--- config.mk ---
export PLATFORM = sky130hd
export DESIGN_NAME = mcconv_psum
export DESIGN_NICKNAME = d
export VERILOG_FILES = /design/src/rtl/mcconv_pkg.sv /design/src/rtl/mcconv_psum.sv
export SDC_FILE = /design/constraint.sdc
export NUM_CORES = 2
export LEC_CHECK = 0
export BUFFER_PORTS_ARGS = -buffer_cell sky130_fd_sc_hd__buf_2
export CAP_MARGIN = 10
export CORE_UTILIZATION = 55
export CTS_BUF_LIST = sky130_fd_sc_hd__clkbuf_8
export CTS_CLUSTER_DIAMETER = 30
export DETAILED_ROUTE_END_ITERATION = 7
export GPL_TIMING_DRIVEN = 0
export HOLD_SLACK_MARGIN = 0.02
export PLACE_DENSITY_LB_ADDON = 0.1
export SYNTH_ARGS = -nofsm -noshare
export SYNTH_HDL_FRONTEND = slang
export SYNTH_MEMORY_MAX_BITS = 65536
export SYNTH_SLANG_ARGS = --single-unit
--- constraint.sdc ---
create_clock -name clk -period 14.85 [get_ports clk]
set_input_delay 0 -clock clk [delete_from_list [all_inputs] [get_ports clk]]
set_output_delay 0 -clock clk [all_outputs]
set_load 0.02 [all_outputs]
--- src/rtl/mcconv_pkg.sv ---
// Shared types and constants for the multichannel convolution accumulate unit
`timescale 1ns / 1ps
`default_nettype none

package mcconv_pkg;

  // default geometry
  localparam int IMG_DIM_DEF = 14;
  localparam int KSIZE_DEF   = 5;
  localparam int MAX_CH_DEF  = 4;

  // field widths
  localparam int DW     = 16;
  localparam int SUM_W  = 48;
  localparam int POS_W  = 4;
  localparam int WIDX_W = 7;
  localparam int CFG_W  = 3;

  // channel count register value after reset
  localparam logic [CFG_W-1:0] CFG_RESET = 3'd3;

  // item commands
  localparam logic CMD_WEIGHT = 1'b0;
  localparam logic CMD_PIXEL  = 1'b1;

  // result queue sizing
  localparam int OQ_DEPTH = 8;
  localparam int OQ_PW    = $clog2(OQ_DEPTH);
  localparam int OQ_CW    = $clog2(OQ_DEPTH + 1);

  // per-item control that rides along the datapath
  typedef struct packed {
    logic             wr;       // window position valid, partial sum gets written
    logic             push;     // last channel, result goes out
    logic             first;    // first channel, overwrite partial sum
    logic             lastpos;  // bottom-right corner of the output map
    logic [POS_W-1:0] oy;
    logic [POS_W-1:0] ox;
  } tag_t;

  // one result item
  typedef struct packed {
    logic signed [SUM_W-1:0] sum;
    logic [POS_W-1:0]        row;
    logic [POS_W-1:0]        col;
    logic                    last;
  } res_t;

  // result queue occupancy
  typedef struct packed {
    logic [OQ_CW-1:0] cnt;
    logic [OQ_CW-1:0] used;
  } oq_stat_t;

endpackage

`default_nettype wire

--- src/rtl/mcconv_psum.sv ---
// Partial sum memory with read, accumulate and write back across channels
`timescale 1ns / 1ps
`default_nettype none

module mcconv_psum #(
  parameter int IMG_DIM = mcconv_pkg::IMG_DIM_DEF,
  parameter int KSIZE   = mcconv_pkg::KSIZE_DEF
) (
  input  wire logic                                      clk,
  input  wire logic                                      rst_n,
  input  wire logic signed [mcconv_pkg::SUM_W-1:0]       tot_i,
  input  wire mcconv_pkg::tag_t                          tag_i,
  input  wire logic [(((IMG_DIM-KSIZE+1)*(IMG_DIM-KSIZE+1) > 1) ?
                 $clog2((IMG_DIM-KSIZE+1)*(IMG_DIM-KSIZE+1)) : 1)-1:0] pidx_i,
  output logic                                           push_o,
  output mcconv_pkg::res_t                               res_o
);

  localparam int SW   = mcconv_pkg::SUM_W;
  localparam int NPOS = (IMG_DIM - KSIZE + 1) * (IMG_DIM - KSIZE + 1);
  localparam int PW   = (NPOS > 1) ? $clog2(NPOS) : 1;

  logic signed [SW-1:0] ps_mem [NPOS];
  logic signed [SW-1:0] psq_r;
  logic signed [SW-1:0] tot_r;
  logic signed [SW-1:0] acc;
  logic [PW-1:0]        pidx_r;
  mcconv_pkg::tag_t     tag_r;

  // earlier channels' total, overwritten on the first channel
  assign acc = tag_r.first ? tot_r : tot_r + psq_r;

  // the same entry comes back only one whole image later, so no forwarding
  always_ff @(posedge clk) begin
    psq_r <= ps_mem[pidx_i];
    if (tag_r.wr) begin
      ps_mem[pidx_r] <= acc;
    end
  end

  always_ff @(posedge clk) begin
    tot_r  <= tot_i;
    pidx_r <= pidx_i;
  end

  always_ff @(posedge clk) begin
    if (!rst_n) begin
      tag_r <= '0;
    end else begin
      tag_r <= tag_i;
    end
  end

  // result item toward the output queue
  assign push_o    = tag_r.push;
  assign res_o.sum  = acc;
  assign res_o.row  = tag_r.oy;
  assign res_o.col  = tag_r.ox;
  assign res_o.last = tag_r.lastpos;

endmodule

`default_nettype wire

* Yosys cells after proc, flatten, opt, wreduce, memory -nomap -nowiden *
Memories as Yosys holds them, arrays and structs flattened. A register that Yosys moved wholly into a read port is not among the register bits.
Cells that the tools add are included.

storage, ports and cells
  bits of input ports = 69
  flip-flop bits (word level) = 67
  RAM bits = 4800
  word-level logic and storage cells = 13
  memories = 1

cells by class
  mux-type cells = 3
  add/subtract/negate cells = 1

memory list
  memory  depth  width  rd ports  clocked after Yosys merged registers in  write ports  line               text
  ps_mem  100    48     1         1                                        1            mcconv_psum.sv:23  logic signed [SW-1:0] ps_mem [NPOS];

operators with widths
  cell            number
  $add 48x48->48  1
  $mux 48         1
  $mux 1          2

* Longest topological paths before layout *
  word-level depth = 2
  gate-level depth with buffers = 11

* Worst setup path before layout *
No wires, ideal clock.

  path kind = reg2reg
  start point = register psq_r[10], read port of ps_mem
  end point = memory ps_mem[0][47] in the netlist's numbering, data pin
  setup slack = 6.791 ns
  cell stages (with the launch flop) = 11
  buffers on the path = 1
  required time = 13.682 ns
  arrival time = 6.891 ns
  period minus slack after synthesis = 8.059 ns
  cell sequence = dfxtp_1 ha_1 clkbuf_1 nand4_1 nor3_1 or4_1 o211ai_1 a211o_1 a21bo_2 nand4_1 a311oi_1

RTL lines
  item             line               text
  start, declared  mcconv_psum.sv:24  logic signed [SW-1:0] psq_r;
  end, declared    mcconv_psum.sv:23

==> flow_summary.yaml <==
synth:
  synth_cell_types: 59
  synthArstFlopShare: 0
  synthesis.area_sq_um: 188000
  yosys_register_bits: 4915
  synth-warning-count: 0
  syn_nets: 7838
  average_instance_area_after_synthesis_sq_um: 24.4
  synth_area_leader_cell: "sky130_fd_sc_hd__edfxtp_1"
  syn-instance-count: 7721
  synth_top_cells_by_area: "sky130_fd_sc_hd__edfxtp_1 (77%), sky130_fd_sc_hd__mux4_2 (18%), sky130_fd_sc_hd__dfxtp_1 (1.2%)"
  synth_most_common_cell: "sky130_fd_sc_hd__edfxtp_1"
  yosysSeqAreaShare: 0.778
  ys_dominant_reg_cell: "sky130_fd_sc_hd__edfxtp_1"
  ys_top_cells_by_count: "sky130_fd_sc_hd__edfxtp_1 (4800), sky130_fd_sc_hd__mux4_2 (1532), sky130_fd_sc_hd__clkbuf_1 (255)"
  number_of_flops_mapped_to_enable_cells_by_yosys: 4800
  synth.top_cell.area_share: 0.766
clocking:
  post_cts_resized: 0
  postCtsSetupBuffers: 0
  htreeDepth: 6
  cts_tree: "done"
  cts_made_buffers: 896
  clk_transition_reported_paths_ps: 70
  clock_insertion_delay_worst_skew_ps: 1350
  cts_buffer_depth: 4
  cts_hold_buffers: 195
  cts.sinks: 4915
  cts_root_buffer: "sky130_fd_sc_hd__clkbuf_8"
grt:
  globalRoute.totalOverflow: 0
  vias_in_the_first_global_route: 96800
  first_pass_grt_wire_length_um: 811000
  antenna_found_initial: 31
  groute.usage.overall: 0.352
  grt_start_max_net_pins: 69
setup_path:
  worstRegToRegCells: 13
  setup_crit_path_kind: "reg2out"
  regToRegEndpoint: "ps_mem[28][32]$_DFFE_PP_"
  kind_of_launch_point_of_the_worst_setup_path: "register"
  setup.worst_path.end: "res_o[41]"
  crit_path_arrival_time_ps: 7000
  crit_fanout: 41
  worst_r2r_startpoint: "tot_r[0]$_DFF_P_"
  timing.critical_path.required_ps: 14850
  cp-startpoint: "tot_r[0]$_DFF_P_"
  timing.critical_path.to_type: "output pin"
  regToRegSetupSlack_ps: 9100
power_and_ir_drop:
  power.net_switching_mw: 8.66
  ir_worst_vdd_mv: 0.114
  power.internal_mw: 25.3
  power_frac_seq: 0.487
  comb_power_share: 0.114
  static-leakage-power_nw: 72.9
  power_density_nw_per_um2: 151
  swShare: 0.255
  report.power.total_mw: 34.0
  p_clk_frac: 0.399
sta:
  setup_violations: 0
  rsz0062_at_grt: "no"
  timing.slew.headroom: 0.0508
  post-route-period-util: 0.471
  hold_viol: 0
  final_period_minus_worst_setup_slack_ps: 7000
  finalMaxSlewViolations: 0
  post-route-worst-setup-slack_ps: 7850
  maxClockFrequency_mhz: 143
  worst_margin_slew_ps: 1420
  skew_ps: 120
final_layout:
  syn_to_final_growth_pct: 19.9
  fin_nets: 9497
  final_cell_area_sq_um: 226000
  post_route_cells_drive_above_1_share: 0.370
  fill_cells: 21500
drt:
  vias: 98700
  finalWirelength_um: 605000
  vias_per_cell: 6.71
  route.detailed.wl_per_inst_um: 41.1
  drt_drc_violations_left: 39
  detailedRoute.firstIterationViolations: 16100
  detail-route-antenna-nets: 0
  drtPass1Iterations: 8
run_status:
  run_status: "finished, violations left"
  failed_checks: "DRC"
floorplanning:
  die_y_um: 587
  die_area_sq_um: 344000
  core_area_sq_um: 340000
  floorplan.initialDensity: 0.553
  std_cell_rows: 214
  chipWidth_um: 587
  io_pins: 127
place:
  placed_cell_area_sq_um: 204000
  port-buffer-count: 126
  dpl_worst_slack_ps: 9240
  routabilityCongestion: 0.892
  place_hpwl_um: 406000
worst_hold_path:
  timing.hold.worst.class: "in2reg"
  hold-path-cell-count: 3
  worstHoldStart: "tot_i[8]"
run:
  maxCapViolCount: 0
[logic make-up after synthesis]
| family | share of synthesized area |
|---|---|
| xor+xnor | 0.00158 |
| flops | 0.778 |
| simple gates | 0.00958 |
| fa+ha+maj | 0.00323 |
| buf+inv | 0.00984 |
| mux | 0.189 |
| compound gates | 0.00827 |
[state kept, by name, indices dropped and copies added (netlist names)]
| name | count |
|---|---|
| tag_r | 2 |
| pidx_r | 7 |
| push_o | 1 |
| psq_r | 48 |
| ps_mem | 4800 |
| res_o | 9 |
| tot_r | 48 |
[worst min path at each step]
| stage | to | slack [ps] |
|---|---|---|
| 6_report | tot_r[8]$_DFF_P_ | 90 |
| 5_1_grt | tot_r[8]$_DFF_P_ | 70 |
| 4_1_cts | tot_r[8]$_DFF_P_ | 20 |
| 3_5_place_dp | tot_r[6]$_DFF_P_ | 100 |
| 3_3_place_gp | tot_r[20]$_DFF_P_ | 100 |
| 2_1_floorplan | pidx_r[0]$_DFF_P_ | 30 |
[worst max-delay path: stages (launching register included)]
cell and delay (ps):
sky130_fd_sc_hd__dfxtp_1 560, sky130_fd_sc_hd__ha_1 260, sky130_fd_sc_hd__inv_1 60, sky130_fd_sc_hd__fa_1 400
sky130_fd_sc_hd__nand2b_1 210, sky130_fd_sc_hd__a21oi_1 260, sky130_fd_sc_hd__o2111ai_1 620, sky130_fd_sc_hd__o221ai_1 820
sky130_fd_sc_hd__o21ai_0 340, sky130_fd_sc_hd__o41ai_1 370, sky130_fd_sc_hd__xnor2_1 160, sky130_fd_sc_hd__o21ai_4 830
sky130_fd_sc_hd__buf_12 290, sky130_fd_sc_hd__buf_12 220, sky130_fd_sc_hd__buf_2 200
[layout make-up]
cell class / count / area (sq um) / share of cell area
plain buffers: 409 / 1830 / 0.00811
multi-input cells: 2380 / 41100 / 0.182
repair buffers: 761 / 11400 / 0.0504
clock buffers: 906 / 12500 / 0.0553
inverters: 17 / 63.8 / 0.000283
flip-flops and latches: 4915 / 146000 / 0.649
well taps: 4536 / 5680 / 0.0251
diodes: 35 / 87.6 / 0.000388
clock inverters: 751 / 6610 / 0.0293
[layout by cell type (no fill, tap or decap), types with 150 or more instances in the layout]
| cell type | n |
|---|---|
| sky130_fd_sc_hd__nand2_1 | 150 |
| sky130_fd_sc_hd__clkbuf_8 | 906 |
| sky130_fd_sc_hd__buf_2 | 229 |
| sky130_fd_sc_hd__clkinv_1 | 171 |
| sky130_fd_sc_hd__edfxtp_1 | 4800 |
| sky130_fd_sc_hd__inv_1 | 212 |
| sky130_fd_sc_hd__mux4_2 | 1532 |
| sky130_fd_sc_hd__dlygate4sd3_1 | 195 |
| sky130_fd_sc_hd__buf_12 | 285 |
| sky130_fd_sc_hd__clkbuf_1 | 228 |
[metal layers]
metal / global-route usage / vias to the layer above / share of wire
li1: - / 37100 / -
met1: 0.495 / 53000 / 0.37
met2: 0.519 / 7403 / 0.45
met3: 0.107 / 1183 / 0.13
met4: 0.149 / 20 / 0.050
met5: 0.00235 / - / 0.00038
[stage by stage]
stage	util	hold WS (ps)	instances	setup TNS (ps)
6_report	0.664	87.0	14700	0
5_1_grt	0.663	68.5	14700	0
4_1_cts	0.663	21.9	14700	0
3_5_place_dp	0.601	104	12800	0
3_3_place_gp	0.572	104	12400	-5840
2_1_floorplan	-	27.7	7721	0
[power by group through the flow]
stage,clock network [mW],logic (mW),registers (mW)
after global routing,14.2,4.03,16.5
after CTS,13.6,3.85,16.5
after floorplan,0,1.63,17.2
final,13.6,3.89,16.5
after global placement,0,3.01,17.6
after detailed placement,0,3.80,16.8
Power figures use the tool's default switching activity.
