[config.mk]
export PLATFORM = sky130hd
export DESIGN_NAME = mcconv_win
export DESIGN_NICKNAME = d
export VERILOG_FILES = /design/src/rtl/mcconv_pkg.sv /design/src/rtl/mcconv_win.sv
export SDC_FILE = /design/constraint.sdc
export NUM_CORES = 2
export LEC_CHECK = 0
export BUFFER_PORTS_ARGS = -buffer_cell sky130_fd_sc_hd__buf_2
export CELL_PAD_IN_SITES_DETAIL_PLACEMENT = 0
export CELL_PAD_IN_SITES_GLOBAL_PLACEMENT = 1
export CORE_MARGIN = 2
export CORE_UTILIZATION = 50
export CTS_BUF_LIST = sky130_fd_sc_hd__clkbuf_4 sky130_fd_sc_hd__clkbuf_8
export DETAILED_ROUTE_END_ITERATION = 6
export HOLD_SLACK_MARGIN = 0.02
export PLACE_DENSITY_LB_ADDON = 0.1
export SETUP_SLACK_MARGIN = 0.5
export SYNTH_ARGS = -nofsm -noshare
export SYNTH_HDL_FRONTEND = slang
export SYNTH_SLANG_ARGS = --single-unit
[constraint.sdc]
create_clock -name clk -period 14.4 [get_ports clk]
set_clock_uncertainty 0.1 [all_clocks]
set_input_delay 0.72 -clock clk [delete_from_list [all_inputs] [get_ports clk]]
set_output_delay 0.72 -clock clk [all_outputs]
set_load 0.03 [all_outputs]
[src/rtl/mcconv_pkg.sv]
// Shared types and constants for the multichannel convolution accumulate unit
`timescale 1ns / 1ps
`default_nettype none

package mcconv_pkg;

  // default geometry
  localparam int IMG_DIM_DEF = 14;
  localparam int KSIZE_DEF   = 5;
  localparam int MAX_CH_DEF  = 4;

  // field widths
  localparam int DW     = 16;
  localparam int SUM_W  = 48;
  localparam int POS_W  = 4;
  localparam int WIDX_W = 7;
  localparam int CFG_W  = 3;

  // channel count register value after reset
  localparam logic [CFG_W-1:0] CFG_RESET = 3'd3;

  // item commands
  localparam logic CMD_WEIGHT = 1'b0;
  localparam logic CMD_PIXEL  = 1'b1;

  // result queue sizing
  localparam int OQ_DEPTH = 8;
  localparam int OQ_PW    = $clog2(OQ_DEPTH);
  localparam int OQ_CW    = $clog2(OQ_DEPTH + 1);

  // per-item control that rides along the datapath
  typedef struct packed {
    logic             wr;       // window position valid, partial sum gets written
    logic             push;     // last channel, result goes out
    logic             first;    // first channel, overwrite partial sum
    logic             lastpos;  // bottom-right corner of the output map
    logic [POS_W-1:0] oy;
    logic [POS_W-1:0] ox;
  } tag_t;

  // one result item
  typedef struct packed {
    logic signed [SUM_W-1:0] sum;
    logic [POS_W-1:0]        row;
    logic [POS_W-1:0]        col;
    logic                    last;
  } res_t;

  // result queue occupancy
  typedef struct packed {
    logic [OQ_CW-1:0] cnt;
    logic [OQ_CW-1:0] used;
  } oq_stat_t;

endpackage

`default_nettype wire

[src/rtl/mcconv_win.sv]
// Raster position tracking, line memory and sliding window registers
`timescale 1ns / 1ps
`default_nettype none

module mcconv_win #(
  parameter int IMG_DIM      = mcconv_pkg::IMG_DIM_DEF,
  parameter int KSIZE        = mcconv_pkg::KSIZE_DEF,
  parameter int MAX_CHANNELS = mcconv_pkg::MAX_CH_DEF
) (
  input  wire logic                                      clk,
  input  wire logic                                      rst_n,
  input  wire logic                                      pix_acc,
  input  wire logic signed [mcconv_pkg::DW-1:0]          data,
  input  wire logic [mcconv_pkg::CFG_W-1:0]              cfg_ch,
  output logic [((MAX_CHANNELS > 1) ? $clog2(MAX_CHANNELS) : 1)-1:0] ch_o,
  output logic [KSIZE*KSIZE*mcconv_pkg::DW-1:0]          win_o,
  output mcconv_pkg::tag_t                               tag_o,
  output logic [(((IMG_DIM-KSIZE+1)*(IMG_DIM-KSIZE+1) > 1) ?
                 $clog2((IMG_DIM-KSIZE+1)*(IMG_DIM-KSIZE+1)) : 1)-1:0] pidx_o,
  output logic                                           reserve_o
);

  localparam int DW    = mcconv_pkg::DW;
  localparam int PSW   = mcconv_pkg::POS_W;
  localparam int RCW   = $clog2(IMG_DIM);
  localparam int CHW   = (MAX_CHANNELS > 1) ? $clog2(MAX_CHANNELS) : 1;
  localparam int NPOS  = (IMG_DIM - KSIZE + 1) * (IMG_DIM - KSIZE + 1);
  localparam int PW    = (NPOS > 1) ? $clog2(NPOS) : 1;
  localparam int LROWS = (KSIZE > 1) ? KSIZE - 1 : 1;
  localparam int LW    = LROWS * DW;

  logic [RCW-1:0]     row_r, row_nxt;
  logic [RCW-1:0]     col_r, col_nxt;
  logic [CHW-1:0]     ch_r, ch_nxt;
  logic [PW-1:0]      pidx_r, pidx_nxt;
  logic [PW-1:0]      pidx1_r;
  logic [CHW:0]       nch;
  logic               is_last;
  logic               col_end;
  logic               row_end;
  logic               win_ok;
  logic [RCW-1:0]     oy_full;
  logic [RCW-1:0]     ox_full;
  mcconv_pkg::tag_t   tag_r, tag_nxt;

  logic [LW-1:0]      line_mem [IMG_DIM];
  logic [LW-1:0]      line_q_r;
  logic [LW+DW-1:0]   line_cat;
  logic [LW-1:0]      line_new;

  logic signed [DW-1:0] win_r   [KSIZE][KSIZE];
  logic signed [DW-1:0] win_nxt [KSIZE][KSIZE];

  // effective channel count, clamped to 1..MAX_CHANNELS
  always_comb begin
    if (cfg_ch == '0) begin
      nch = (CHW+1)'(1);
    end else if (int'(cfg_ch) > MAX_CHANNELS) begin
      nch = (CHW+1)'(MAX_CHANNELS);
    end else begin
      nch = (CHW+1)'(cfg_ch);
    end
  end

  assign is_last = ((CHW+1)'(ch_r) + (CHW+1)'(1)) >= nch;
  assign col_end = (col_r == RCW'(IMG_DIM - 1));
  assign row_end = (row_r == RCW'(IMG_DIM - 1));
  assign win_ok  = (row_r >= RCW'(KSIZE - 1)) && (col_r >= RCW'(KSIZE - 1));
  assign oy_full = row_r - RCW'(KSIZE - 1);
  assign ox_full = col_r - RCW'(KSIZE - 1);

  // raster position, channel and output position counters
  always_comb begin
    row_nxt  = row_r;
    col_nxt  = col_r;
    ch_nxt   = ch_r;
    pidx_nxt = pidx_r;
    if (pix_acc) begin
      if (col_end) begin
        col_nxt = '0;
        if (row_end) begin
          row_nxt = '0;
          ch_nxt  = is_last ? '0 : ch_r + CHW'(1);
        end else begin
          row_nxt = row_r + RCW'(1);
        end
      end else begin
        col_nxt = col_r + RCW'(1);
      end
      if (win_ok) begin
        pidx_nxt = (row_end && col_end) ? '0 : pidx_r + PW'(1);
      end
    end
  end

  always_ff @(posedge clk) begin
    if (!rst_n) begin
      row_r  <= '0;
      col_r  <= '0;
      ch_r   <= '0;
      pidx_r <= '0;
    end else begin
      row_r  <= row_nxt;
      col_r  <= col_nxt;
      ch_r   <= ch_nxt;
      pidx_r <= pidx_nxt;
    end
  end

  // line memory column: older rows shift up, the new pixel enters the bottom lane
  assign line_cat = {data, line_q_r};
  assign line_new = line_cat[LW+DW-1:DW];

  // read address follows the next column so the column is ready when its pixel arrives
  always_ff @(posedge clk) begin
    if (pix_acc) begin
      line_mem[col_r] <= line_new;
    end
    line_q_r <= line_mem[col_nxt];
  end

  // window shifts left, new column from line memory plus the incoming pixel
  always_comb begin
    win_nxt = win_r;
    if (pix_acc) begin
      for (int kr = 0; kr < KSIZE; kr++) begin
        for (int kc = 0; kc < KSIZE - 1; kc++) begin
          win_nxt[kr][kc] = win_r[kr][kc+1];
        end
      end
      for (int kr = 0; kr < KSIZE - 1; kr++) begin
        win_nxt[kr][KSIZE-1] = line_q_r[kr*DW +: DW];
      end
      win_nxt[KSIZE-1][KSIZE-1] = data;
    end
  end

  always_ff @(posedge clk) begin
    if (!rst_n) begin
      win_r <= '{default: '0};
    end else begin
      win_r <= win_nxt;
    end
  end

  // control for the item entering the datapath
  always_comb begin
    tag_nxt         = '0;
    tag_nxt.wr      = pix_acc && win_ok;
    tag_nxt.push    = pix_acc && win_ok && is_last;
    tag_nxt.first   = (ch_r == '0);
    tag_nxt.lastpos = row_end && col_end;
    tag_nxt.oy      = PSW'(oy_full);
    tag_nxt.ox      = PSW'(ox_full);
  end

  always_ff @(posedge clk) begin
    if (!rst_n) begin
      tag_r <= '0;
    end else begin
      tag_r <= tag_nxt;
    end
  end

  always_ff @(posedge clk) begin
    if (pix_acc) begin
      pidx1_r <= pidx_r;
    end
  end

  // flatten window for the multiplier array
  always_comb begin
    for (int kr = 0; kr < KSIZE; kr++) begin
      for (int kc = 0; kc < KSIZE; kc++) begin
        win_o[(kr*KSIZE+kc)*DW +: DW] = win_r[kr][kc];
      end
    end
  end

  assign ch_o      = ch_r;
  assign tag_o     = tag_r;
  assign pidx_o    = pidx1_r;
  assign reserve_o = tag_nxt.push;

endmodule

`default_nettype wire

* Word-level counts from Yosys, hierarchy flattened *
Memories as Yosys holds them, arrays and structs flattened. A register that Yosys moved wholly into a read port is not among the register bits.
Index checks and enable logic that the tools add are counted.

storage, ports and cells
  register bits = 436
  RAM bits = 896
  input port bits = 22
  output and inout bits = 422
  logic and storage cells = 68
  memories = 1

operators by class
  add/sub/neg operators = 7
  order comparisons = 4
  equal/unequal tests = 2
  muxes and demuxes = 9
  reductions and logical operators = 9

memory list
  memory    depth  bits a word  read ports  clocked after Yosys merged registers in  wr ports  RTL line          text
  line_mem  14     64           1           1                                        1         mcconv_win.sv:46  logic [LW-1:0] line_mem [IMG_DIM];

operator list
  operator                                                               number
  4-bit 2-to-1 mux                                                       3
  4-bit by 1-bit adder with 4-bit output, second input constant          2
  4-bit equality test, second input constant                             2
  4-bit by 3-bit >= comparator with 1-bit output, second input constant  2
  4-bit by 3-bit subtractor with 4-bit output, second input constant     2
  7-bit by 1-bit adder with 7-bit output, second input constant          1
  7-bit 2-to-1 mux                                                       1
  3-bit 2-to-1 mux                                                       2
  1-bit logical AND                                                      4
  2-bit AND reduction                                                    2
  2-bit by 1-bit adder with 3-bit output, second input constant          1
  3-bit >= comparator                                                    1
  3-bit greater-than comparator, second input constant                   1
  3-bit zero test                                                        1
  3-bit AND reduction                                                    1
  2-bit by 1-bit adder with 2-bit output, second input constant          1
  2-bit zero test                                                        1
  1-bit 2-to-1 mux                                                       2
  2-bit 2-to-1 mux                                                       1

* Longest topological paths before layout *
  depth after elaboration = 5
  depth in mapped cells = 9
  mapped depth without buffers = 8

* Least setup slack after synthesis *
OpenSTA, ideal clock, no wires.

  kind = input port to flip-flop
  start point = in pix_acc
  end point = mem line_mem[4][0] (netlist name), enable pin
  setup time = 0.578 ns
  data arrival time = 6.088 ns
  data required time = 13.722 ns
  setup slack = 7.634 ns
  cell stages on the path = 5
  path buffers = 3
  path through = buf_6 buf_6 clkbuf_1 nand2b_1 nor3b_1

between the ends
  cells in the longest elaborated chain, start to end = 2

RTL lines
  what                                    RTL line           text
  start, declared                         mcconv_win.sv:12   input wire logic pix_acc,
  1-bit 2-to-1 mux                        mcconv_win.sv:116  if (pix_acc) begin
  1-bit 2-to-1 mux (not written as such)  mcconv_win.sv:117  line_mem[col_r] <= line_new;
  end, declared                           mcconv_win.sv:46

No other way between the ends.

* Worst setup path in the final report *
  start point = reg col_r[2]
  end point = reg line_q_r[29], read port of line_mem

between the ends
  cells in the longest elaborated chain, start to end = 3

RTL lines
  what                                                                                  RTL line                            text
  start, declared                                                                       mcconv_win.sv:33                    logic [RCW-1:0] col_r, col_nxt;
  start signal, assigned                                                                mcconv_win.sv:104                   col_r <= col_nxt;
  4-bit by 1-bit adder with 4-bit output / 4-bit equality test (equally long branches)  mcconv_win.sv:88, mcconv_win.sv:66
  4-bit 2-to-1 mux                                                                      mcconv_win.sv:79                    if (col_end) begin
  4-bit 2-to-1 mux (*)                                                                  mcconv_win.sv:78                    if (pix_acc) begin
  end, declared                                                                         mcconv_win.sv:47                    logic [LW-1:0] line_q_r;

Mark *: on every way between the ends. The rest lies on a longest branch, timed or not.
A chain may end at the register's enable or synchronous reset.

==> reports/results.txt <==
The flow ran to the end, but the final reports show violations. The final reports fail on design-rule violations. Category of the worst setup path launch point: a register. In this run the register-to-register setup slack is 10.25 ns.

The worst-margin pin slew was 1.29 ns; the count of antenna-violating nets left after detailed routing was 0. At the later pin of the worst-skew pair, clock insertion delay measures 0.90 ns. Ranked by total cell area, the synthesized netlist is headed by sky130_fd_sc_hd__edfxtp_1 (48%), sky130_fd_sc_hd__dfxtp_1 (18%), sky130_fd_sc_hd__mux2i_1 (12%). The type of element capturing the critical path was a register. For this run, the leading register cell type out of synthesis is sky130_fd_sc_hd__edfxtp_1. In this run the power density over the cells is 141 nW/um2. From left edge to right edge, the die measures 340 um. Prior to clock tree synthesis, the placed netlist has a worst setup slack of 9.57 ns. After the last flow step, the layout net total stands at 4,766. The number of hold buffers added after CTS was 0. The final sum of negative setup slack was 0 ns; the layout cell share with drive strength beyond 1 was 20.7%.

The worst setup path is of the register to register kind. The dominant cell type by area after synthesis is sky130_fd_sc_hd__edfxtp_1. For the achievable frequency, the log shows 241 MHz.

The run gives 4,367 as the synthesized netlist net count. The final worst hold slack is 0.116 ns. Setup repair after global routing left no endpoint under its margin. 444 I/O pins were placed. In this run the vertical extent of the chip is 340 um. Across all setup checks in the final design, the least slack found is 10.25 ns. Global routing finished with a remaining overflow of 0.

In the post-synthesis netlist, the cell with the most instances is sky130_fd_sc_hd__edfxtp_1. Once the clock tree was built, the setup fixing pass inserted 0 buffers. The largest fanout of any net on the critical path is 39. In the final routed layout, each cell accounts on average for 26.4 um. The logs give 0 for the final max-slew violation count and 157 for the largest net degree at the start of global routing. The run gives 14.0% as the relative slew slack. Counting cells, the worst reg-to-reg path comes to 8. The H-tree depth reported by CTS was 4; the instance count of the mapped netlist was 4,332. The logs give 28.7% for the overall routing resource usage and 65.7% for the post-synthesis sequential area ratio. Dividing the synthesized area by the synthesized cell count gives 13.0 um2.

After layout, the worst path uses 28.8% of the clock period. Summed over all layers, the routed wires come to 170 mm. Counting along the longest clock path gives a buffer depth of 3. The final design area excluding fillers came out at 64,200 um2. The tools report the number of clock sinks as 1,396. The logs give 53 for the distinct cell type count of the synthesized netlist and 7 for the initial antenna violation count. Clock tree synthesis selected as its root buffer the cell sky130_fd_sc_hd__clkbuf_8.

For this block, the initial DRC count from the detailed router was 3,671. The Yosys step of the flow raised 0 warnings. In this run the cell area measured after placement is 59,400 um2. The final-report hold violation count is 0, and the total iterations of the first detailed-routing run is 7.

TritonCTS built the clock tree. Yosys mapped a number of flops with a built-in enable equal to 903. The logs give 36,700 for the via count of the first global-routing pass and 0.810 for the weighted congestion reported at the end of routability-driven placement. The run gives 1 as the final routed DRC violation total. The commonest cells after synthesis are sky130_fd_sc_hd__edfxtp_1 (903), sky130_fd_sc_hd__mux2i_1 (658), sky130_fd_sc_hd__nand2_1 (527).

Class of the tightest hold or removal check: primary input to register. The die area came out at 115,000 um2. The number of clock buffers inserted by TritonCTS is 223. In the routed layout, each cell is associated on average with a via count of 5.91. The half-perimeter wire length of the detailed placement result was 94.4 mm; the share of Yosys cell area claimed by the top area cell type was 48.2%. The overall via count from detail_route was 38,000; the area growth from synthesis to final layout was 14.0%.

Across the run, the number of max-cap violations was 0. The final period demand of the worst path was 4.15 ns; the first-pass GRT wire length was 247 mm. The synthesized cell area was 56,300 um2; the share of async-settable or async-resettable flops after synthesis was 0%. The number of cell rows was 123. Setup-violating endpoint count in the final report: 0.

The leakage power total is 24.4 nW, and the maximum resistive drop on vdd is 0.0802 mV. The cell depth of the worst hold path was 1; the starting density of the core was 50.2%. The count of state elements after synthesis was 1,396. For the worst setup path, the data arrival time is 4.85 ns.

Port buffering added 443 buffers. The clock-pin slew on the worst setup and hold paths came out at 0.06 ns. For the worst setup path, the data required time is 15.10 ns. After clock tree synthesis, the repair step resized 0 gates.

The area of the core region is 112,000 um2.
power by group:
part | internal (W) | switching [W] | leakage, nW | total (W)
logic | 0.000256 | 0.000554 | 9.65 | 0.000810
clock network | 0.00195 | 0.00157 | 2.54 | 0.00352
registers | 0.00447 | 0.000229 | 12.2 | 0.00470
total | 0.00667 | 0.00235 | 24.4 | 0.00903
kinds of logic (layout without fill, tap and decap cells):
group                      count (synthesis)  in the layout  share of synthesized area (%)
adders and majority gates                 13             13                          0.289
AOI/OAI and AO/OA                        591            591                           8.60
and+or+nand+nor                         1253           1253                           9.03
xor gates and xnor gates                  10             10                          0.182
buffers and inverters                    345            944                           3.05
DFF                                     1396           1396                           65.7
other                                      0              3                              0
muxes                                    724            724                           13.1
sequential cells by signal, summed over array words and instances, names as in the netlist:
signal and cells:
line_q_r 64, ch_o 2, pidx_o 7, col_r 4, row_r 4, win_o 400, tag_o 12, line_mem 896
pidx_r 7
critical path, stage by stage (launching register included):
cell and delay [ns]:
sky130_fd_sc_hd__dfxtp_1 0.57, sky130_fd_sc_hd__ha_4 0.75, sky130_fd_sc_hd__buf_4 0.65, sky130_fd_sc_hd__or2_4 0.58, sky130_fd_sc_hd__buf_4 0.72, sky130_fd_sc_hd__nand2_1 0.12, sky130_fd_sc_hd__nand3_1 0.11, sky130_fd_sc_hd__a32oi_1 0.18
sky130_fd_sc_hd__o211ai_1 0.20
per-stage QoR:
| step | std cells | power, W | utilization, % |
|---|---|---|---|
| 6_report | 6434 | 0.00903 | 57.3 |
| 3_5_place_dp | 6006 | 0.00559 | 53.0 |
| 4_1_cts | 6431 | 0.00908 | 57.3 |
| 5_1_grt | 6432 | 0.00933 | 57.3 |
| 3_3_place_gp | 6006 | 0.00558 | 53.0 |
| 2_1_floorplan | 4332 | 0.00523 | - |
final cells by class:
type / instances / area (um2)
Antenna cell: 3 / 7.51
Multi-Input combinational cell: 2591 / 17700
Fill cell: 9367 / 47900
Sequential cell: 1396 / 37000
Clock inverter: 69 / 430
Tap cell: 1500 / 1880
Timing Repair Buffer: 509 / 2750
Clock buffer: 356 / 4310
Inverter: 10 / 50.0
cells in the final DEF (no fill, tap or decap), drive strengths merged, types with 6 or more instances in the layout:
master  Yosys  final
ha         13     13
clkbuf    143    356
a32oi      64     64
o211ai     65     65
nand3     195    195
a21oi       7      7
and2       13     13
inv        10     17
clkinv      0     55
o21ai      67     67
nand2     528    528
a221oi    128    128
xnor2       6      6
buf       192    509
dfxtp     493    493
o221ai     64     64
nor2      493    493
mux2       65     65
edfxtp    903    903
a22oi     128    128
a222oi     64     64
and3        6      6
mux2i     659    659
worst paths after layout:
check | from | to
max reg2reg | col_r[2] | line_q_r[29]
min reg2reg | pidx_r[6] | pidx_o[6]
min | data[5] | line_mem[2][53]
max | col_r[2] | line_q_r[29]
metal layers:
| metal | vias to the layer above | GRT usage (%) | routed length (um) |
|---|---|---|---|
| li1 | 17100 | - | - |
| met1 | 18900 | 38.0 | 68700 |
| met2 | 1662 | 47.5 | 82500 |
| met3 | 322 | 5.34 | 13400 |
| met4 | 2 | 10.2 | 5200 |
| met5 | - | 0 | 7 |
Power figures use the tool's default switching activity.
