<file path="config.mk">
export PLATFORM = sky130hd
export DESIGN_NAME = mcconv_outq
export DESIGN_NICKNAME = d
export VERILOG_FILES = /design/src/rtl/mcconv_pkg.sv /design/src/rtl/mcconv_outq.sv
export SDC_FILE = /design/constraint.sdc
export NUM_CORES = 1
export LEC_CHECK = 0
export BUFFER_PORTS_ARGS = -buffer_cell sky130_fd_sc_hd__buf_2
export CAP_MARGIN = 25
export CORE_MARGIN = 2
export CORE_UTILIZATION = 50
export DETAILED_ROUTE_END_ITERATION = 10
export GPL_TIMING_DRIVEN = 0
export PLACE_DENSITY = 0.68
export SLEW_MARGIN = 30
export SYNTH_ARGS = -nofsm -noshare
export SYNTH_HDL_FRONTEND = slang
export SYNTH_SLANG_ARGS = --single-unit
</file>
<file path="constraint.sdc">
create_clock -name clk -period 15.4 [get_ports clk]
set_clock_uncertainty 0.05 [all_clocks]
set_input_delay 2.31 -clock clk [delete_from_list [all_inputs] [get_ports clk]]
set_output_delay 2.31 -clock clk [all_outputs]
set_load 0.02 [all_outputs]
</file>
<file path="src/rtl/mcconv_pkg.sv">
// Shared types and constants for the multichannel convolution accumulate unit
`timescale 1ns / 1ps
`default_nettype none

package mcconv_pkg;

  // default geometry
  localparam int IMG_DIM_DEF = 14;
  localparam int KSIZE_DEF   = 5;
  localparam int MAX_CH_DEF  = 4;

  // field widths
  localparam int DW     = 16;
  localparam int SUM_W  = 48;
  localparam int POS_W  = 4;
  localparam int WIDX_W = 7;
  localparam int CFG_W  = 3;

  // channel count register value after reset
  localparam logic [CFG_W-1:0] CFG_RESET = 3'd3;

  // item commands
  localparam logic CMD_WEIGHT = 1'b0;
  localparam logic CMD_PIXEL  = 1'b1;

  // result queue sizing
  localparam int OQ_DEPTH = 8;
  localparam int OQ_PW    = $clog2(OQ_DEPTH);
  localparam int OQ_CW    = $clog2(OQ_DEPTH + 1);

  // per-item control that rides along the datapath
  typedef struct packed {
    logic             wr;       // window position valid, partial sum gets written
    logic             push;     // last channel, result goes out
    logic             first;    // first channel, overwrite partial sum
    logic             lastpos;  // bottom-right corner of the output map
    logic [POS_W-1:0] oy;
    logic [POS_W-1:0] ox;
  } tag_t;

  // one result item
  typedef struct packed {
    logic signed [SUM_W-1:0] sum;
    logic [POS_W-1:0]        row;
    logic [POS_W-1:0]        col;
    logic                    last;
  } res_t;

  // result queue occupancy
  typedef struct packed {
    logic [OQ_CW-1:0] cnt;
    logic [OQ_CW-1:0] used;
  } oq_stat_t;

endpackage

`default_nettype wire

</file>
<file path="src/rtl/mcconv_outq.sv">
// Result queue with slot reservation for items still in the pipeline
`timescale 1ns / 1ps
`default_nettype none

module mcconv_outq (
  input  wire logic           clk,
  input  wire logic           rst_n,
  input  wire logic           reserve,
  input  wire logic           push,
  input  wire mcconv_pkg::res_t res_i,
  input  wire logic           out_ready,
  output logic                out_valid,
  output mcconv_pkg::res_t    res_o,
  output logic                room,
  output mcconv_pkg::oq_stat_t stat_o
);

  localparam int PW = mcconv_pkg::OQ_PW;
  localparam int CW = mcconv_pkg::OQ_CW;

  mcconv_pkg::res_t oq_mem [mcconv_pkg::OQ_DEPTH];
  logic [PW-1:0]    head_r, head_nxt;
  logic [PW-1:0]    tail_r, tail_nxt;
  logic [CW-1:0]    cnt_r, cnt_nxt;
  logic [CW-1:0]    used_r, used_nxt;
  logic             pop;

  assign out_valid = (cnt_r != '0);
  assign pop       = out_valid && out_ready;
  assign res_o     = oq_mem[head_r];
  assign room      = (used_r < CW'(mcconv_pkg::OQ_DEPTH));

  // pointers, stored count and reserved count
  always_comb begin
    head_nxt = pop ? head_r + PW'(1) : head_r;
    tail_nxt = push ? tail_r + PW'(1) : tail_r;
    cnt_nxt  = cnt_r + CW'(push) - CW'(pop);
    used_nxt = used_r + CW'(reserve) - CW'(pop);
  end

  always_ff @(posedge clk) begin
    if (!rst_n) begin
      head_r <= '0;
      tail_r <= '0;
      cnt_r  <= '0;
      used_r <= '0;
    end else begin
      head_r <= head_nxt;
      tail_r <= tail_nxt;
      cnt_r  <= cnt_nxt;
      used_r <= used_nxt;
    end
  end

  always_ff @(posedge clk) begin
    if (push) begin
      oq_mem[tail_r] <= res_i;
    end
  end

  assign stat_o.cnt  = cnt_r;
  assign stat_o.used = used_r;

endmodule

`default_nettype wire

</file>
**Word level (Yosys, flattened, before mapping)**

Memories as Yosys holds them, arrays and structs flattened. A register that Yosys moved wholly into a read port is not among the register bits.
Index checks and enable logic that the tools add are counted.

- Add/subtract/negate cells: 6
- $lt $le $gt $ge: 1
- Muxes and demuxes: 4
- Reductions and logical operators: 2

Operators with widths:

| operator | number |
|---|---|
| $add A4 B1 Y4 | 2 |
| $sub A4 B1 Y4 | 2 |
| $add A3 B1 Y3 const B | 2 |
| $mux W3 | 2 |
| $lt A4 B4 Y1 const B | 1 |
| $reduce_bool A4 Y1 | 1 |
| $mux W1 | 2 |
| $logic_and A1 B1 Y1 | 1 |

- Register bits after elaboration: 14
- Memory bits (writable): 456
- Memories: 1

Memory list:

| name | depth | bits a word | read ports | clocked after Yosys merged registers in | wr ports | line | text |
|---|---|---|---|---|---|---|---|
| oq_mem | 8 | 57 | 1 | 1 | 1 | mcconv_outq.sv:21 | `mcconv_pkg::res_t oq_mem [mcconv_pkg::OQ_DEPTH];` |

**Longest topological paths before layout**

Gate-level depths: netlist of the first run.

- Depth after elaboration: 4
- Depth in mapped cells: 10
- Gate-level depth less buffers: 10

**Least setup slack after synthesis of the first run**

Ideal clock, no wire load.

- Path type: input-to-reg
- Start point: in push
- End point: mem oq_mem[0][0] (netlist bit), enable pin
- Setup time: 0.542 ns
- Arrival: 6.286 ns
- Setup slack: 8.522 ns
- Stages on the path: 2
- Buffers on the path: 0
- Cell sequence: nand2b_1 > nor3_1

- Word-level cells in the longest chain between the ends: 2

RTL lines:

| item | line | text |
|---|---|---|
| from (decl) | mcconv_outq.sv:9 | `input wire logic push,` |
| $mux W1 | mcconv_outq.sv:56 | `if (push) begin` |
| $mux W1 (not written as such) | mcconv_outq.sv:57 | `oq_mem[tail_r] <= res_i;` |
| to (decl) | mcconv_outq.sv:21 |  |

Every way passes these cells.

==> impl_results.md, run 1 <==
* Status: finished clean
* Worst R2R Setup Slack at 12850 ps
* Core ar. at 35500 sq um
* Setup crit end kind: output pin
* Synth async-reset ratio at 0%
* GRT overflow at 0
* First-pass GRT wire length at between 50 and 60 mm
* Dpl hpwl at 22.7 mm
* Worst EP arrival at 2920 ps
* Worst Tran Pin Value at 799 ps
* Post-route insts no fill at 1475
* Largest net degree at the start of global routing at 18
* # H-tree levels at 2
* Worst setup margin at a little over 10000 ps
* Setup TNS at 0 ps
* Mapped Area at between 15000 and 20000 sq um
* Overall Global Routing Usage at 19.0%
* Top cell type's share of synthesized area at between 70% and 80%
* Die extent in y at 194 um
* Post-route minimum period at 5280 ps
* Hold Buf Count CTS at 0
* Post-CTS Resized at 0
* Worst-Skew Late Latency at about 530 ps
* Reg clk slew, reported paths at 60 ps
* Synthesized net count at 828
* Fin. max-slew vios at 0
* IO Port Bufs at 128
* Crit-path leading delay family: buffers and inverters
* Final Wtd Congestion at 0.671
* Sequential-to-total area share from yosys stat at 78.1%
* Final #Nets at 1049
* # clock sinks at 473
* Layout cell share with drive strength beyond 1 at 42.9%
* Max-Cap Viols at 0
* Endpoints failing setup at 0
* Area Growth Syn to Fin at 19.4%
* CP max stage cell: clkbuf_1
* Cells along the critical path: buf_2 > buf_2 > clkbuf_1 > mux4_2 > mux2_2 > buf_2
* RSZ-0062 raised after global routing: false
* Worst Hold End: head_r[2]$_SDFFE_PN0P_
* Final instance area at roughly 21000 sq um
* Average wire per cell in the routed design at 23.7 um
* Final hold slack at 442 ps
* Hold WC Path Type: reg -> reg
* Leakage at 7.06 nW
* Placement-stage cell area at 20000 sq um
* Pre-CTS WS at 10580 ps
* Synth area leaders: edfxtp_1 (76%), mux4_2 (14%), mux2_2 (3.6%), dfxtp_1 (1.9%), ha_1 (0.63%)
* HP Start: head_r[2]$_SDFFE_PN0P_
* Vias per Instance at 5.62
* Starting density of the core at 50.7%
* DRT antenna net count at 0
* Hold path depth at 2
* Startpoint types: flop
* Total Wirelength at approximately 35 mm
* DRT Pass-1 Iters at 5
* WS Path Type: reg -> out
* CTS tree: built
* Netlist cell types at 25
* Via count at 8291
* Max-slew headroom at 46.7%
* Synth Flop Type: edfxtp_1
* Crit path largest cell delay at 650 ps
* Num rows at 69
* Synth Area per Inst at 23.8 sq um
* Number of flops mapped to enable cells by yosys at 456
* Buffers plus inverters on the worst setup path at 4
* DIE AREA at ~37000 sq um
* Cells after DPL at 1388
* Count leader, synth: edfxtp_1
* Register-to-Register Path Depth at 10
* Post-CTS Setup Bufs at 0
* Period Utilization, post-route at 34.3%
* Vias in the first global route at 8756
* Crit-path most repeated cell: buf_2
* Starting DRT DRC Count at 600
* CP max FO at 10
* Req. time, crit path at around 13000 ps
* CTS Root Cell: clkbuf_16
* Maximum VDD drop at around 0.00012 V
* Reg-to-reg startpoint: cnt_r[2]$_SDFF_PN0_
* Top cells by count, synth: edfxtp_1 (456), mux4_2 (114), mux2_2 (57), dfxtp_1 (17), clkbuf_1 (14)
* CTS buffer count at 47
* YS warnings at 0
* Cells after Synth at 755
* End of the worst register-to-register path: used_r[2]$_SDFF_PN0_
* Clock buffer depth at 3
* Residual DRC at 0
* Io pins at 129
* Final hold violation count at 0
* Max Clk Rate at 189 MHz
* Yosys reg bits at roughly 470
* Yosys top cell by area: edfxtp_1
* Initial antenna violation count at 6
* Width of the die at around 190 um
* Power Density at 145 nW/um^2
## report_power, final
part,internal (mW),leakage (nW),switching (mW)
logic,0.247,2.05,0.295
registers,1.45,4.28,0.0164
clock network,0.649,0.725,0.443
## stage by stage
stage	power (mW)	util (%)
2_1_floorplan	1.87	-
3_3_place_gp	2.03	54.1
3_5_place_dp	2.05	56.3
4_1_cts	3.14	60.5
5_1_grt	3.23	60.5
6_report	3.10	60.5
## kinds of logic (layout without fill, tap and decap cells)
kind of cell	after synthesis	after routing	synth area share [%]
mux	180	180	18.4
buf+inv	41	298	1.23
other cells	0	2	0
simple gates	40	40	1.07
compound gates	4	4	0.125
fa+ha+maj	11	11	0.849
flops	473	473	78.1
xor+xnor	6	6	0.292
## layout by cell type, fill, tap and decap left out, types with 6 or more instances in the layout
cell | synthesis | final
nand2_1 | 9 | 9
buf_16 | 0 | 18
edfxtp_1 | 456 | 456
dfxtp_1 | 17 | 17
nand2b_1 | 6 | 6
buf_6 | 7 | 9
clkinv_2 | 0 | 9
clkinv_1 | 0 | 7
nor2_1 | 13 | 7
ha_1 | 9 | 9
nor2_4 | 0 | 6
buf_4 | 0 | 19
clkbuf_1 | 14 | 30
mux4_2 | 114 | 114
clkbuf_16 | 0 | 49
mux2i_1 | 9 | 9
inv_1 | 8 | 8
buf_2 | 11 | 139
mux2_2 | 57 | 57
## state kept, by name, indices dropped and copies added, names as in the netlist, named ones only
register and flops:
cnt_r 4, oq_mem 456, tail_r 3, head_r 3, used_r 4
## how the worst max path moves through the flow
stage | startpoint | endpoint | slack, ps | cells past startpoint
floorplan | push | oq_mem[0][0]$_DFFE_PP_ | 8520 | 2
global placement | push | oq_mem[0][42]$_DFFE_PP_ | 4190 | 3
detailed placement | flop | res_o[9] | 10580 | 6
CTS | flop | res_o[9] | 9990 | 6
global route | flop | res_o[9] | 9970 | 6
finish | flop | res_o[12] | 10120 | 6
## worst register-to-register path: cells and delay by family (launching register included)
kind / cells / cell delay [ps]
adders and majority gates: 3 / 740
buffers and inverters: 2 / 130
DFF: 1 / 320
xor gates and xnor gates: 2 / 340
and+or+nand+nor: 3 / 860
## layer usage
metal	up-vias	share of wire, %	routed length [um]	track usage, %
met5	-	0.14	50	0
met4	8	1.3	449	3.76
met3	54	6.6	2320	4.69
met2	225	49	17200	30.7
met1	4374	43	15000	26.8
li1	3630	-	-	-
## cell type report
cell class,instances,area (sq um)
clock inverters,20,191
diodes,2,5.00
flip-flops and latches,473,14000
plain buffers,33,190
clock buffers,65,1290
well taps,461,577
multi-input cells,241,3770
inverters,8,30.0
fillers,2482,14000
repair buffers,172,1380
Power figures use the tool's default switching activity.
==> inputs of run 2 (changes only) <==
Settings changed: PLACE_DENSITY 0.68 to 0.71.
Clock period 15.4 ns to 4.3 ns, I/O delays scaled along.
==> run 2 against run 1 <==
  * Non-clock buffer count fell by 10
  * First-iteration DRC count fell by 3.0%
  * Clock-buffer cell count fell by 7
  * Flip-flop and latch count did not move
  * Sequential power rose to 3.6 times the previous value
  * Sequential share of layout area fell by 0.18 points
  * Critical endpoint is now res_o[14]
  * Largest cell class unchanged
  * Largest power group unchanged
==> impl_results.md, run 2 (synthesized netlist as in run 1, its figures left out) <==
* Clock power share at 35.7% (+0.5 points)
* Worst R2R Setup Slack at 1800 ps (-11050 ps)
* Vias per Instance at 5.55 (-1.3%)
* Flop pwr share at 47.0% (-0.4 points)
* Max-slew headroom at 46.1% (-0.68 points)
* Leakage at 7.04 nW (-0.29%)
* Fin. max-slew vios at 0 (unchanged)
* Core ar. at 35500 sq um (unchanged)
* Post-CTS Setup Bufs at 0 (unchanged)
* Dpl hpwl at 22.3 mm (-1.6%)
* Req. time, crit path at 3610 ps (-9430 ps)
* Overall Global Routing Usage at 18.9% (-0.041 points)
* CTS buffer count at 48 (+2.1%)
* CTS tree: built
* Largest Register: oq_mem
* End of the worst register-to-register path: used_r[2]$_SDFF_PN0_
* Sw frac at 24.3% (about the same)
* Post-CTS Resized at 0 (unchanged)
* Period Utilization, post-route at 84.6%
* IO Port Bufs at 128 (unchanged)
* Area Growth Syn to Fin at 19.7%
* CP max FO at 10 (unchanged)
* Worst Tran Pin Value at 809 ps (+10.2 ps)
* Final hold violation count at 0 (unchanged)
* P_int at 8.49 mW (+260%)
* Hold Buf Count CTS at 0 (unchanged)
* DRT Pass-1 Iters at 5 (unchanged)
* Num rows at 69 (unchanged)
* Width of the die at 194 um (unchanged)
* # H-tree levels at 2 (unchanged)
* Starting density of the core at 50.7% (unchanged)
* Pwr Total at 11.2 mW (+260%)
* Worst EP arrival at 2940 ps (+20 ps)
* # clock sinks at 473 (unchanged)
* Endpoints failing setup at 0 (unchanged)
* Most frequent cells in the layout: edfxtp_1 (456), buf_2 (139), mux4_2 (114)
* Final Wtd Congestion at 0.684 (+1.9%)
* Biggest regs: oq_mem: 456 flops, cnt_r: 4 flops, used_r: 4 flops
* Fill count at 2434 (-1.9%)
* Die extent in y at 194 um (unchanged)
* Maximum VDD drop at 0.000408 V (+250%)
* Io pins at 129 (unchanged)
* Largest register FFs at 456 (unchanged)
* Finished Core Util at 60.7% (+0.17 points)
* Startpoint types: flop
* Starting DRT DRC Count at 582 (-3.0%)
* Hold WC Path Type: in -> reg
* Average wire per cell in the routed design at 23.5 um (-1.2%)
* GRT overflow at 0 (unchanged)
* Setup crit end kind: output pin
* Commonest non-fill, non-tap cell in the layout: edfxtp_1
* Register-to-Register Path Depth at 10 (unchanged)
* Reg clk slew, reported paths at 60 ps (about the same)
* DRT antenna net count at 0 (unchanged)
* Largest net degree at the start of global routing at 18 (unchanged)
* Critical Path Sink: res_o[14]
* Total Wirelength at 34.5 mm (-1.5%)
* Layout cell share with drive strength beyond 1 at 42.5% (-0.40 points)
* Vias in the first global route at 8706 (-0.57%)
* Max-Cap Viols at 0 (unchanged)
* Comb pwr share at 17.3% (-0.2 points)
* Post-route minimum period at 3640 ps
* Clock buffer depth at 3 (unchanged)
* RSZ-0062 raised after global routing: false
* Via count at 8162 (-1.6%)
* Initial antenna violation count at 4 (-2)
* HP Start: res_i[34]
* Worst-Skew Late Latency at 540 ps (about the same)
* First-pass GRT wire length at 53.3 mm (unchanged)
* Residual DRC at 0 (unchanged)
* CTS Root Cell: clkbuf_16
* Max Clk Rate at 275 MHz
* Final #Nets at 1040 (-0.86%)
* Reg-to-reg startpoint: cnt_r[2]$_SDFF_PN0_
* Power Density at 521 nW/um^2 (+260%)
* Sw power at 2.72 mW (+260%)
* Status: finished clean
* Final hold slack at 318 ps (-124 ps)
* WS Path Type: reg -> out
* DIE AREA at 37500 sq um (unchanged)
==> run 2: final cells by class <==
cell class	instances	area, sq um	share of cell area (%)
Inverter	8	30.0	0.140
Multi-Input combinational cell	241	3790	17.6
Clock buffer	58	1270	5.90
Sequential cell	473	14000	65.2
Timing Repair Buffer	162	1350	6.29
Antenna cell	5	12.5	0.0581
Buffer	33	190	0.884
Tap cell	461	577	2.68
Clock inverter	30	269	1.25
==> run 2: metal layers <==
metal	GRT usage [%]	part of all wire [%]	vias to the layer above
met5	0	0.061	-
met1	26.4	42	4268
li1	-	-	3618
met2	30.6	49	221
met4	4.52	1.6	4
met3	4.69	6.7	51
==> run 2: power by group through the flow <==
stage                     clock (mW)  combinational (mW)  sequential (mW)
after floorplan                    0                1.31             5.40
after global placement             0                1.90             5.38
after detailed placement           0                1.97             5.36
after CTS                       4.10                1.98             5.27
after global routing            4.30                2.10             5.28
final                           4.00                1.94             5.27
==> run 2: worst min path at each step <==
stage,cells past startpoint,to,slack [ps]
floorplan,2,flop,410
global placement,2,head_r[2]$_SDFFE_PN0P_,420
detailed placement,2,head_r[2]$_SDFFE_PN0P_,440
CTS,1,oq_mem[2][27]$_DFFE_PP_,290
global route,1,oq_mem[2][27]$_DFFE_PP_,300
finish,1,oq_mem[0][34]$_DFFE_PP_,320
==> run 2: per-stage QoR <==
stage	instance area (sq um)	setup TNS (ps)	worst slack (ps)	instances
after floorplan	18000	0	617	755
after global placement	19200	-865960	-2090	1344
after detailed placement	20000	0	1190	1378
after CTS	21500	0	597	1466
after global routing	21500	0	566	1467
final	21500	0	662	1471
==> run 2: worst max-delay path, stage by stage, from the launching register on <==
cell and delay (ps):
dfxtp_1 310, buf_2 230, buf_2 320, clkbuf_1 650, mux4_2 420, mux2_2 290, buf_2 170
==> inputs of run 3 (changes only) <==
Clock period 4.3 ns to 3.34 ns, I/O delays scaled along.
==> run 3 against run 2 <==
  * Global-route usage increased by 0.11 points
  * Non-clock buffer count increased by 1
  * Critical path depth unchanged
  * Flip-flop and latch count unchanged
  * Largest cell class unchanged
  * Largest power group unchanged
==> impl_results.md, run 3 (synthesized netlist as in run 1, its figures left out) <==
* Overall Global Routing Usage at 19.1% (+0.11 points)
* Vias per Instance at 5.67 (+2.2%)
* Hold Buf Count CTS at 0 (unchanged)
* Multi-input gate area at 3790 sq um (unchanged)
* Biggest regs: oq_mem: 456 flops, cnt_r: 4 flops, used_r: 4 flops
* End of the worst register-to-register path: used_r[2]$_SDFF_PN0_
* CTS tree: built
* Die extent in y at 194 um (unchanged)
* DRT Pass-1 Iters at 5 (unchanged)
* Initial antenna violation count at 4 (unchanged)
* Startpoint types: flop
* Worst-Skew Late Latency at 540 ps (about the same)
* Worst Tran Pin Value at 821 ps (+11.5 ps)
* Max Clk Rate at 310 MHz
* Final hold violation count at 0 (unchanged)
* Starting DRT DRC Count at 591 (+1.5%)
* IO Port Bufs at 128 (unchanged)
* Final #Nets at 1040 (unchanged)
* Largest register FFs at 456 (unchanged)
* Residual DRC at 0 (unchanged)
* Total Wirelength at 35.4 mm (+2.6%)
* DIE AREA at 37500 sq um (unchanged)
* Largest net degree at the start of global routing at 19 (+1)
* Average wire per cell in the routed design at 24.2 um (+3.1%)
* Reg-to-reg startpoint: cnt_r[2]$_SDFF_PN0_
* Period Utilization, post-route at between 90% and 100%
* Fin. max-slew vios at 0 (unchanged)
* Io pins at 129 (unchanged)
* CP max stage cell: clkbuf_2
* CTS Root Cell: clkbuf_16
* Post-CTS Resized at 3 (+3)
* Power Density at 686 nW/um^2 (+32%)
* Via count at 8298 (+1.7%)
* Fill count at 2376 (-2.4%)
* Post-CTS Setup Bufs at 0 (unchanged)
* CP max FO at 10 (unchanged)
* Status: finished clean
* Setup crit end kind: output pin
* Width of the die at 194 um (unchanged)
* Crit-path most repeated cell: buf_2
* Starting density of the core at 50.7% (unchanged)
* Largest Register: oq_mem
* WS Path Type: reg -> out
* Maximum VDD drop at 0.000490 V (+20%)
* Cells after DPL at 1380 (+0.15%)
* Layout cell share with drive strength beyond 1 at 43.6% (+1.1 points)
* # clock sinks at 473 (unchanged)
* Critical Path Sink: res_o[26]
* GRT overflow at 0 (unchanged)
* Dpl hpwl at 23.0 mm (+3.2%)
* Register-to-Register Path Depth at 10 (unchanged)
* Commonest non-fill, non-tap cell in the layout: edfxtp_1
* RSZ-0062 raised after global routing: false
* Leakage at 7.14 nW (+1.4%)
* Area Growth Syn to Fin at 20.8%
* Req. time, crit path at 2790 ps (-820 ps)
* Post-route insts no fill at 1464 (-0.48%)
* # H-tree levels at 2 (unchanged)
* Final hold slack at 171 ps (-148 ps)
* HP Start: res_i[32]
* Post-route minimum period at 3230 ps
* Worst EP arrival at 2680 ps (-260 ps)
* CTS buffer count at 47 (-2.1%)
* Max-Cap Viols at 0 (unchanged)
* Reg clk slew, reported paths at 60 ps (about the same)
* DRT antenna net count at 0 (unchanged)
* Core ar. at 35500 sq um (unchanged)
* Endpoints failing setup at 0 (unchanged)
* Num rows at 69 (unchanged)
* Hold WC Path Type: in -> reg
* Most frequent cells in the layout: edfxtp_1 (456), buf_2 (139), mux4_2 (114)
* Crit path largest cell delay at 400 ps (-250 ps)
* Final Wtd Congestion at 0.692 (+1.1%)
* Worst R2R Setup Slack at 830 ps (-970 ps)
* Cells along the critical path: buf_2 > buf_2 > clkbuf_2 > mux4_2 > mux2_2 > buf_2
* Max-slew headroom at 45.3% (-0.77 points)
* Vias in the first global route at 8680 (-0.30%)
* Clock buffer depth at 3 (unchanged)
* Pwr Total at 14.9 mW (+33%)
* First-pass GRT wire length at 53.6 mm (+0.57%)
* Sequential cell area at 14000 sq um (about the same)
-- run 3: cell count changes in the layout (fill, tap and decap cells not counted), moves of 2 or more --
cell and delta:
inv_6 -2, buf_6 +2, clkbuf_2 +3, diode_2 -3, bufinv_16 +6, clkinv_1 -6, clkbuf_1 -6, buf_16 +4
buf_8 -4
-- run 3: routing by layer --
layer / share of wire, % / vias up / GRT usage [%]
met3: 6.6 / 53 / 4.76
met2: 49 / 229 / 30.4
met4: 1.4 / 4 / 3.87
li1: - / 3613 / -
met1: 43 / 4399 / 27.1
met5: 0.068 / - / 0
-- run 3: how the worst min path moves through the flow --
stage | to | slack [ps] | cells after the start
after floorplan | flop | 410 | 2
after global placement | head_r[2]$_SDFFE_PN0P_ | 420 | 2
after detailed placement | head_r[2]$_SDFFE_PN0P_ | 440 | 2
after CTS | oq_mem[4][32]$_DFFE_PP_ | 160 | 1
after global routing | oq_mem[0][24]$_DFFE_PP_ | 170 | 1
final | oq_mem[4][32]$_DFFE_PP_ | 170 | 1
-- run 3: power by group --
| part | switching, mW | internal, mW | leakage [nW] | total [mW] |
|---|---|---|---|---|
| sequential | 0.0856 | 6.71 | 4.28 | 6.79 |
| combinational | 1.36 | 1.14 | 2.05 | 2.50 |
| clock | 2.10 | 3.50 | 0.808 | 5.60 |
| total | 3.54 | 11.4 | 7.14 | 14.9 |
-- run 3: metrics by stage --
stage | setup TNS (ps) | worst slack [ps] | area (sq um) | utilization, %
2_1_floorplan | -55820 | -198 | 18000 | -
3_3_place_gp | -1149620 | -2930 | 19200 | 54.1
3_5_place_dp | 0 | 297 | 20000 | 56.5
4_1_cts | 0 | 42.1 | 21700 | 61.2
5_1_grt | 0 | 5.31 | 21700 | 61.2
6_report | 0 | 114 | 21700 | 61.2
-- run 3: final cells by class --
type                       instances  area share [%]
antenna                            2          0.0231
buffer                            32           0.876
clock buffer                      55            5.75
clock inverter                    28            1.87
inverter                           8           0.138
multi-input combinational        241            17.4
sequential                       473            64.7
tap                              461            2.66
timing repair buffer             164            6.57
-- run 3: critical path, delay by kind of cell, from the launching register on --
family | cells | cell delay [ps]
buf+inv | 4 | 1120
flops | 1 | 310
mux | 2 | 690
